===== config.mk =====
export PLATFORM = sky130hd
export DESIGN_NAME = positional_list_engine_top_flat
export DESIGN_NICKNAME = d
export VERILOG_FILES = /design/src/rtl/ple_pkg.sv /design/src/rtl/ple_if.sv /design/src/rtl/ple_store.sv /design/src/rtl/ple_ctrl.sv /design/src/rtl/positional_list_engine_top.sv /design/src/flat_wrapper.sv
export SDC_FILE = /design/constraint.sdc
export NUM_CORES = 2
export LEC_CHECK = 0
export ABC_CLOCK_PERIOD_IN_PS = 6250
export BUFFER_PORTS_ARGS = -buffer_cell sky130_fd_sc_hd__buf_4
export CORE_MARGIN = 1
export CORE_UTILIZATION = 44
export DETAILED_ROUTE_END_ITERATION = 6
export GPL_TIMING_DRIVEN = 0
export SLEW_MARGIN = 20
export SYNTH_ARGS = -nofsm -noshare
export SYNTH_HDL_FRONTEND = slang
export SYNTH_SLANG_ARGS = --single-unit
export TNS_END_PERCENT = 50

===== constraint.sdc =====
create_clock -name clock -period 6.25 [get_ports clock]
set_clock_uncertainty 0.1 [all_clocks]
set_input_delay 0.3125 -clock clock [delete_from_list [all_inputs] [get_ports clock]]
set_output_delay 0.3125 -clock clock [all_outputs]
set_load 0.005 [all_outputs]

===== src/rtl/ple_pkg.sv =====
// Package for the positional list engine: sizes, operation codes, sequencer
// states and the structs passed between the control and storage modules.
// No dependencies.
`default_nettype none

package ple_pkg;

   localparam int CAPACITY  = 32;
   localparam int DATA_W    = 32;
   localparam int FUNC_W    = 3;
   localparam int POS_W     = 8;
   localparam int RSP_CNT_W = 6;
   localparam int IDX_W     = (CAPACITY > 1) ? $clog2(CAPACITY) : 1;
   localparam int CNT_W     = $clog2(CAPACITY + 1);
   localparam int CMP_W     = ((CNT_W > POS_W) ? CNT_W : POS_W) + 1;

   localparam logic [CNT_W-1:0] CAP_COUNT = CNT_W'(CAPACITY);

   typedef enum logic [FUNC_W-1:0] {
      FUNC_INS_FIRST = 3'd0,
      FUNC_INS_LAST  = 3'd1,
      FUNC_INS_POS   = 3'd2,
      FUNC_DEL_FIRST = 3'd3,
      FUNC_DEL_LAST  = 3'd4,
      FUNC_DEL_POS   = 3'd5
   } func_type;

   typedef enum logic [3:0] {
      ST_IDLE,
      ST_INS_RD,
      ST_INS_WR,
      ST_INS_PUT,
      ST_DEL_GET,
      ST_DEL_TAKE,
      ST_DEL_RD,
      ST_DEL_WR,
      ST_DEL_FIN
   } state_type;

   typedef struct packed {
      logic              wr_en;
      logic [IDX_W-1:0]  wr_addr;
      logic [DATA_W-1:0] wr_data;
      logic [IDX_W-1:0]  rd_addr;
   } mem_cmd_type;

   typedef struct packed {
      logic                     valid;
      logic                     ok;
      logic signed [DATA_W-1:0] removed_value;
      logic [CNT_W-1:0]         count;
   } done_type;

   // Reports the element count in the fixed width of the result word.
   function automatic logic [RSP_CNT_W-1:0] to_rsp_count(input logic [CNT_W-1:0] c);
      logic [CNT_W+RSP_CNT_W-1:0] wide;
      wide = {{RSP_CNT_W{1'b0}}, c};
      return wide[RSP_CNT_W-1:0];
   endfunction

endpackage

`default_nettype wire


===== src/rtl/ple_if.sv =====
// Valid/ready channel interfaces for request and response words.
// Depends on ple_pkg.
`default_nettype none

interface ple_req_if;
   logic                              valid;
   logic                              ready;
   logic [ple_pkg::FUNC_W-1:0]        func;
   logic signed [ple_pkg::DATA_W-1:0] new_value;
   logic [ple_pkg::POS_W-1:0]         position;

   modport source (output valid, func, new_value, position, input ready);
   modport sink (input valid, func, new_value, position, output ready);
   modport monitor (input valid, ready, func, new_value, position);
endinterface

interface ple_rsp_if;
   logic                              valid;
   logic                              ready;
   logic                              ok;
   logic signed [ple_pkg::DATA_W-1:0] removed_value;
   logic [ple_pkg::RSP_CNT_W-1:0]     count;

   modport source (output valid, ok, removed_value, count, input ready);
   modport sink (input valid, ok, removed_value, count, output ready);
   modport monitor (input valid, ready, ok, removed_value, count);
endinterface

`default_nettype wire


===== src/rtl/ple_store.sv =====
// Element storage: one write port and one registered read port.
// Depends on ple_pkg.
`default_nettype none

module ple_store (
   input  wire                               clock,
   input  ple_pkg::mem_cmd_type              mem_cmd,
   output logic [ple_pkg::DATA_W-1:0]        rd_data
);
   import ple_pkg::*;

   logic [DATA_W-1:0] mem [CAPACITY];
   logic [DATA_W-1:0] rd_data_ff;

   always_ff @(posedge clock) begin
      if (mem_cmd.wr_en) begin
         mem[mem_cmd.wr_addr] <= mem_cmd.wr_data;
      end
      rd_data_ff <= mem[mem_cmd.rd_addr];
   end

   assign rd_data = rd_data_ff;

endmodule

`default_nettype wire


===== src/rtl/ple_ctrl.sv =====
// Sequencer for the positional list engine: decodes an operation, checks it
// against the count, then shifts elements one per read/write pair.
// Depends on ple_pkg.
`default_nettype none

module ple_ctrl (
   input  wire                                clock,
   input  wire                                reset,
   input  wire                                req_valid,
   input  wire [ple_pkg::FUNC_W-1:0]          func,
   input  wire [ple_pkg::DATA_W-1:0]          new_value,
   input  wire [ple_pkg::POS_W-1:0]           position,
   input  wire                                rsp_busy,
   output logic                               req_ready,
   output ple_pkg::mem_cmd_type               mem_cmd,
   input  wire [ple_pkg::DATA_W-1:0]          rd_data,
   output ple_pkg::done_type                  done
);
   import ple_pkg::*;

   state_type         state_ff, state_in;
   logic [CNT_W-1:0]  count_ff, count_in;
   logic [CNT_W-1:0]  ptr_ff, ptr_in;
   logic [IDX_W-1:0]  slot_ff, slot_in;
   logic [DATA_W-1:0] value_ff, value_in;
   logic [DATA_W-1:0] removed_ff, removed_in;

   logic              accept;
   logic              is_insert, is_delete, pos_ok, op_ok;
   logic [CMP_W-1:0]  count_ext, pos_ext, slot_cmp;
   logic [CNT_W-1:0]  ptr_dec;
   logic [CNT_W:0]    ptr_inc1, ptr_inc2, count_w;

   assign accept    = req_valid && req_ready;
   assign ptr_dec   = ptr_ff - 1'b1;
   assign ptr_inc1  = {1'b0, ptr_ff} + 1'b1;
   assign ptr_inc2  = {1'b0, ptr_ff} + 2'd2;
   assign count_w   = {1'b0, count_ff};

   // Operation decode and range check against the current count.
   always_comb begin
      count_ext = CMP_W'(count_ff);
      pos_ext   = CMP_W'(position);
      is_insert = 1'b0;
      is_delete = 1'b0;
      pos_ok    = 1'b1;
      slot_cmp  = '0;
      case (func_type'(func))
         FUNC_INS_FIRST: begin
            is_insert = 1'b1;
         end
         FUNC_INS_LAST: begin
            is_insert = 1'b1;
            slot_cmp  = count_ext;
         end
         FUNC_INS_POS: begin
            is_insert = 1'b1;
            slot_cmp  = pos_ext - 1'b1;
            pos_ok    = (position != '0);
         end
         FUNC_DEL_FIRST: begin
            is_delete = 1'b1;
         end
         FUNC_DEL_LAST: begin
            is_delete = 1'b1;
            slot_cmp  = count_ext - 1'b1;
         end
         FUNC_DEL_POS: begin
            is_delete = 1'b1;
            slot_cmp  = pos_ext - 1'b1;
            pos_ok    = (position != '0);
         end
         default: begin
            is_insert = 1'b0;
         end
      endcase
      op_ok = pos_ok &&
              ((is_insert && (count_ff < CAP_COUNT) && (slot_cmp <= count_ext)) ||
               (is_delete && (count_ff != '0) && (slot_cmp < count_ext)));
   end

   // Next state.
   always_comb begin
      state_in = state_ff;
      case (state_ff)
         ST_IDLE: begin
            if (accept && op_ok) begin
               if (is_delete) begin
                  state_in = ST_DEL_GET;
               end else if (slot_cmp < count_ext) begin
                  state_in = ST_INS_RD;
               end else begin
                  state_in = ST_INS_PUT;
               end
            end
         end
         ST_INS_RD: state_in = ST_INS_WR;
         ST_INS_WR: begin
            if (ptr_dec > CNT_W'(slot_ff)) begin
               state_in = ST_INS_RD;
            end else begin
               state_in = ST_INS_PUT;
            end
         end
         ST_INS_PUT: state_in = ST_IDLE;
         ST_DEL_GET: state_in = ST_DEL_TAKE;
         ST_DEL_TAKE: begin
            if (ptr_inc1 < count_w) begin
               state_in = ST_DEL_RD;
            end else begin
               state_in = ST_DEL_FIN;
            end
         end
         ST_DEL_RD: state_in = ST_DEL_WR;
         ST_DEL_WR: begin
            if (ptr_inc2 < count_w) begin
               state_in = ST_DEL_RD;
            end else begin
               state_in = ST_DEL_FIN;
            end
         end
         ST_DEL_FIN: state_in = ST_IDLE;
         default: state_in = ST_IDLE;
      endcase
   end

   // Outputs and datapath updates.
   always_comb begin
      req_ready          = (state_ff == ST_IDLE) && !rsp_busy;
      count_in           = count_ff;
      ptr_in             = ptr_ff;
      slot_in            = slot_ff;
      value_in           = value_ff;
      removed_in         = removed_ff;
      mem_cmd.wr_en      = 1'b0;
      mem_cmd.wr_addr    = ptr_ff[IDX_W-1:0];
      mem_cmd.wr_data    = rd_data;
      mem_cmd.rd_addr    = slot_ff;
      done.valid         = 1'b0;
      done.ok            = 1'b0;
      done.removed_value = '0;
      done.count         = count_ff;
      case (state_ff)
         ST_IDLE: begin
            if (accept) begin
               slot_in  = slot_cmp[IDX_W-1:0];
               value_in = new_value;
               ptr_in   = is_insert ? count_ff : CNT_W'(slot_cmp);
               // A rejected word is answered at once with the list untouched.
               done.valid = !op_ok;
            end
         end
         ST_INS_RD: begin
            mem_cmd.rd_addr = ptr_dec[IDX_W-1:0];
         end
         ST_INS_WR: begin
            mem_cmd.wr_en = 1'b1;
            ptr_in        = ptr_dec;
         end
         ST_INS_PUT: begin
            mem_cmd.wr_en   = 1'b1;
            mem_cmd.wr_addr = slot_ff;
            mem_cmd.wr_data = value_ff;
            count_in        = count_ff + 1'b1;
            done.valid      = 1'b1;
            done.ok         = 1'b1;
            done.count      = count_in;
         end
         ST_DEL_GET: begin
            mem_cmd.rd_addr = slot_ff;
         end
         ST_DEL_TAKE: begin
            removed_in = rd_data;
         end
         ST_DEL_RD: begin
            mem_cmd.rd_addr = ptr_inc1[IDX_W-1:0];
         end
         ST_DEL_WR: begin
            mem_cmd.wr_en = 1'b1;
            ptr_in        = ptr_inc1[CNT_W-1:0];
         end
         ST_DEL_FIN: begin
            count_in           = count_ff - 1'b1;
            done.valid         = 1'b1;
            done.ok            = 1'b1;
            done.removed_value = removed_ff;
            done.count         = count_in;
         end
         default: begin
            req_ready = 1'b0;
         end
      endcase
   end

   always_ff @(posedge clock) begin
      if (reset) begin
         state_ff <= ST_IDLE;
         count_ff <= '0;
      end else begin
         state_ff <= state_in;
         count_ff <= count_in;
      end
      ptr_ff     <= ptr_in;
      slot_ff    <= slot_in;
      value_ff   <= value_in;
      removed_ff <= removed_in;
   end

endmodule

`default_nettype wire


===== src/rtl/positional_list_engine_top.sv =====
// Positional list engine: ordered list of signed words with insert/delete
// at front, back or a 1-based position. Insert and delete move one element
// per read/write pair through the storage's read and write ports; a rejected
// word leaves the list untouched. One word is in flight; the next is taken
// after the response leaves. Synchronous reset empties the list.
`default_nettype none

module positional_list_engine_top (
   input  wire         clock,
   input  wire         reset,
   ple_req_if.sink     req_if,
   ple_rsp_if.source   rsp_if
);
   import ple_pkg::*;

   mem_cmd_type              mem_cmd;
   done_type                 done;
   logic [DATA_W-1:0]        rd_data;
   logic                     req_ready;

   logic                     rsp_valid_ff, rsp_valid_in;
   logic                     rsp_ok_ff;
   logic signed [DATA_W-1:0] rsp_removed_ff;
   logic [RSP_CNT_W-1:0]     rsp_count_ff;

   ple_ctrl u_ctrl (
      .clock     (clock),
      .reset     (reset),
      .req_valid (req_if.valid),
      .func      (req_if.func),
      .new_value (req_if.new_value),
      .position  (req_if.position),
      .rsp_busy  (rsp_valid_ff),
      .req_ready (req_ready),
      .mem_cmd   (mem_cmd),
      .rd_data   (rd_data),
      .done      (done)
   );

   ple_store u_store (
      .clock   (clock),
      .mem_cmd (mem_cmd),
      .rd_data (rd_data)
   );

   assign req_if.ready = req_ready;

   always_comb begin
      rsp_valid_in = rsp_valid_ff;
      if (done.valid) begin
         rsp_valid_in = 1'b1;
      end else if (rsp_if.ready) begin
         rsp_valid_in = 1'b0;
      end
   end

   always_ff @(posedge clock) begin
      if (reset) begin
         rsp_valid_ff <= 1'b0;
      end else begin
         rsp_valid_ff <= rsp_valid_in;
      end
      if (done.valid) begin
         rsp_ok_ff      <= done.ok;
         rsp_removed_ff <= done.removed_value;
         rsp_count_ff   <= to_rsp_count(done.count);
      end
   end

   assign rsp_if.valid         = rsp_valid_ff;
   assign rsp_if.ok            = rsp_ok_ff;
   assign rsp_if.removed_value = rsp_removed_ff;
   assign rsp_if.count         = rsp_count_ff;

endmodule

`default_nettype wire


===== src/flat_wrapper.sv =====
// flat-port wrapper written by rule: the top's interface ports become plain ports
module positional_list_engine_top_flat import ple_pkg::*;
  (clock, reset, req_if_valid, req_if_func, req_if_new_value, req_if_position, req_if_ready, rsp_if_valid, rsp_if_ok, rsp_if_removed_value, rsp_if_count, rsp_if_ready);
  ple_req_if req_if_i ();
  ple_rsp_if rsp_if_i ();
  input  wire clock;
  input  wire reset;
  input wire logic [$bits(req_if_i.valid)-1:0] req_if_valid;
  input wire logic [$bits(req_if_i.func)-1:0] req_if_func;
  input wire logic [$bits(req_if_i.new_value)-1:0] req_if_new_value;
  input wire logic [$bits(req_if_i.position)-1:0] req_if_position;
  output wire logic [$bits(req_if_i.ready)-1:0] req_if_ready;
  output wire logic [$bits(rsp_if_i.valid)-1:0] rsp_if_valid;
  output wire logic [$bits(rsp_if_i.ok)-1:0] rsp_if_ok;
  output wire logic [$bits(rsp_if_i.removed_value)-1:0] rsp_if_removed_value;
  output wire logic [$bits(rsp_if_i.count)-1:0] rsp_if_count;
  input wire logic [$bits(rsp_if_i.ready)-1:0] rsp_if_ready;
  assign req_if_i.valid = req_if_valid;
  assign req_if_i.func = req_if_func;
  assign req_if_i.new_value = req_if_new_value;
  assign req_if_i.position = req_if_position;
  assign req_if_ready = req_if_i.ready;
  assign rsp_if_valid = rsp_if_i.valid;
  assign rsp_if_ok = rsp_if_i.ok;
  assign rsp_if_removed_value = rsp_if_i.removed_value;
  assign rsp_if_count = rsp_if_i.count;
  assign rsp_if_i.ready = rsp_if_ready;
  positional_list_engine_top u_core (.clock(clock), .reset(reset), .req_if(req_if_i), .rsp_if(rsp_if_i));
endmodule

==> impl_metrics.csv <==
group,metric,value,unit
logic_synthesis,synthArstFlopShare,0,
routing,route.detailed.vias_per_inst,5.80,
logic_synthesis,synth_nets,3356,
global_route,grt_antenna_before_repair,3,
floorplan,initial_core_util,0.447,
critical_path,r2r_cells,13,
floorplan,core_area,106000,sq um
routing,vias,29300,
critical_path,path_cells,"clkbuf_1 -> inv_1 -> ha_1 -> and4b_1 -> o21ai_1 -> nand2_2 -> buf_4 -> clkbuf_1 -> buf_2 -> a21oi_1 -> a22oi_1 -> o22ai_1 -> nor4b_2",
logic_synthesis,syn-cell-area,47300,sq um
timing,fin_crit,5.58,ns
logic_synthesis,synth-seq-cells,1181,
logic_synthesis,synth_seq_area_share,0.741,
timing,maxSlewViolCount,0,
finish,nFillCells,8867,
logic_synthesis,yosys_warnings,0,
floorplan,fp.dieArea,109000,sq um
timing,grt_setup_unrepaired,"false",
critical_path,worstPathRequired,6.67,ns
critical_path,r2r_end,"u_core.u_store.rd_data[17]",
power,power.density,410,nW/um^2
place,pre_cts_slack,0.718,ns
timing,finalHoldViolCount,0,
logic_synthesis,netlist_instances,3275,
routing,dr.pass1.iters,5,
hold_path,holdPathStages,4,
floorplan,fp-row-count,119,
critical_path,criticalPathCategory,"reg -> reg",
routing,antenna_left,0,
place,dp_hpwl,89100,um
clock_network,cts-buffers-inserted,117,
timing,whs,0.0562,ns
clock_network,cts.sinks,1181,
finish,areaGrowthSynthToFinish,16.0,%
clock_network,cts-resized-gates,0,
critical_path,cp.arrival,6.00,ns
finish,layout_common_cells,"1138 x edfxtp_1, 449 x a21oi_1, 436 x nand2_1",
finish,fin_nets,3641,
routing,drc,0,
critical_path,r2r_start,"u_core.u_ctrl.ptr_ff[0]",
critical_path,worst-path-max-fanout,10,
logic_synthesis,synth_top_family_by_area,"compound AO/OA/AOI/OAI gates",
critical_path,crit_family,"buffers and inverters",
timing,worst_slew_pin_slew,1.24,ns
routing,wl_per_cell,25.8,um
clock_network,cts_hold_buf,34,
global_route,grt_max_degree,33,
clock_network,clock-root-buffer,"clkbuf_16",
hold_path,min_from,"req_if_func[1]",
logic_synthesis,synth_adder_area_share,0.00916,
global_route,grt_usage,0.237,
critical_path,end_kind,"flip-flop",
hold_path,hold_path_class,"in -> reg",
finish,seqCellArea,35000,sq um
critical_path,path_buf_inv,5,
global_route,first_global_vias,28400,
logic_synthesis,synth_xor_area_frac,0.00389,
routing,drt_iter0_drc,3303,
routing,routed_wl,130000,um
critical_path,critPathMostFrequentCell,"clkbuf_1",
floorplan,fp.dieH,330,um
floorplan,fp.dieW,330,um
timing,fin_setup_tns,0,ns
clock_network,htree_num_levels,3,
finish,multiInputGateArea,11500,sq um
timing,setup_viol,0,
logic_synthesis,synth.avg_cell_area,14.4,sq um
critical_path,cp.depth,13,
power,irDropWorstVdd,0.250,mV
power,leakagePower,18.3,nW
critical_path,setup.worst_path.start,"u_core.u_ctrl.ptr_ff[0]",
logic_synthesis,synth_edf_count,1138,
clock_network,tritoncts,"built",
hold_path,holdPathEnd,"u_core.u_ctrl.ptr_ff[3]",
critical_path,max_stage_delay,0.65,ns
timing,slew_headroom,0.175,
logic_synthesis,synth-main-ff-cell,"edfxtp_1",
timing,finalWorstSetupSlack,0.673,ns
floorplan,ioPinCount,88,
finish,drive_above_1_share,0.150,
job,drv_cap,0,
clock_network,insertion_delay,0.69,ns
global_route,grt_overflow,0,
timing,layout_worst_path_cycle_share,0.892,
critical_path,cp_slowest_cell,"clkbuf_1",
critical_path,r2r_setup_slack,0.67,ns
logic_synthesis,synthSimpleGateAreaFrac,0.0733,
logic_synthesis,synthMuxAreaShare,0.0248,
logic_synthesis,synthDistinctLibCells,67,
global_route,grt_pass1_wl,189000,um
clock_network,clockBufferDepth,3,
clock_network,clkTransAtPathRegs,0.06,ns
logic_synthesis,synth_compound_gate_area_share,0.126,
place,gp_congestion,0.874,
place,numPortBuffers,87,
status,status,"complete, no violations",
finish,final_common_cell,"edfxtp_1",
power,power,22.5,mW
clock_network,cts_setup_buffers,0,
critical_path,start_kind,"flip-flop",
timing,maxClockFrequency,179,MHz
## flip-flops by register name, indices dropped and copies added (netlist names)
signal                       count
u_core.u_ctrl.slot_ff            5
u_core.u_store.mem            1024
u_core.rsp_if.removed_value     32
u_core.rsp_if.valid              1
u_core.rsp_if.ok                 1
u_core.u_ctrl.ptr_ff             6
u_core.u_ctrl.removed_ff        32
u_core.u_ctrl.value_ff          32
u_core.u_ctrl.count_ff           6
u_core.rsp_if.count              6
u_core.u_store.rd_data          32
u_core.u_ctrl.state_ff           4
## through the flow
step	instances	instance area, sq um	utilization
after CTS	5048	54800	0.518
after floorplan	3275	47300	-
after global placement	4753	49700	0.469
after detailed placement	4798	50900	0.480
after global routing	5048	54800	0.518
final	5049	54800	0.518
## cells in the mapped netlist (all sizes together), types with 4 or more instances
master | n | area [sq um]
a22oi | 133 | 998
a31oi | 5 | 31.3
a211oi | 65 | 488
a22o | 96 | 841
inv | 27 | 101
nor3 | 9 | 45.0
a21oi | 450 | 2260
and2 | 35 | 219
nand2 | 438 | 1650
mux2 | 97 | 1090
buf | 110 | 537
xor2 | 10 | 87.6
nor2b | 11 | 68.8
and3 | 8 | 50.1
nand3 | 84 | 425
nor4b | 34 | 513
o21a | 4 | 30.0
nand2b | 6 | 37.5
o21ai | 114 | 574
nor2 | 68 | 265
o22ai | 69 | 432
nand4 | 13 | 81.3
clkbuf | 109 | 409
a21o | 5 | 37.5
a221oi | 7 | 78.8
xnor2 | 11 | 96.3
mux2i | 8 | 80.1
dfxtp | 43 | 861
ha | 33 | 413
edfxtp | 1138 | 34200
## worst max path at each step
stage | to | slack (ns)
floorplan | u_core.u_ctrl.state_ff[1] | 1.43
global placement | u_core.u_ctrl.state_ff[3] | -1.69
detailed placement | u_core.u_store.rd_data[17] | 0.72
CTS | u_core.u_store.rd_data[17] | 0.64
global route | u_core.u_store.rd_data[17] | 0.43
finish | u_core.u_store.rd_data[17] | 0.67
## where the power goes
group / leakage (nW) / total [mW] / switching (mW) / internal, mW
clock: 1.76 / 6.70 / 2.93 / 3.77
sequential: 10.6 / 10.2 / 0.119 / 10.0
combinational: 5.92 / 5.63 / 4.13 / 1.49
## cell families (layout without fill, tap and decap cells)
family,after synthesis,after routing
flops,1181,1181
compound gates,968,968
simple gates,720,720
buf+inv,246,628
mux,105,105
fa+ha+maj,34,34
xor+xnor,21,21
other cells,0,1
## per-layer routing
metal | vias to the layer above | share of wire | GRT usage
met5 | - | 0 | 0
met2 | 1124 | 0.48 | 0.387
met4 | 0 | 0.022 | 0.0633
met1 | 14700 | 0.43 | 0.334
li1 | 13200 | - | -
met3 | 190 | 0.071 | 0.0351
## worst min-delay path: cells and delay by family
| family | cells | cell delay (ns) |
|---|---|---|
| simple gates | 2 | 0.16 |
| buf+inv | 1 | 0.12 |
| compound gates | 1 | 0.07 |
## area by class of cell
cell class / instances / area share
inverter: 27 / 0.00185
multi-input combinational: 1848 / 0.210
antenna: 1 / 0.0000456
tap: 1391 / 0.0317
timing repair buffer: 166 / 0.0346
clock buffer: 161 / 0.0577
clock inverter: 55 / 0.00810
buffer: 219 / 0.0173
sequential: 1181 / 0.639
(Power assumes the default switching activity.)
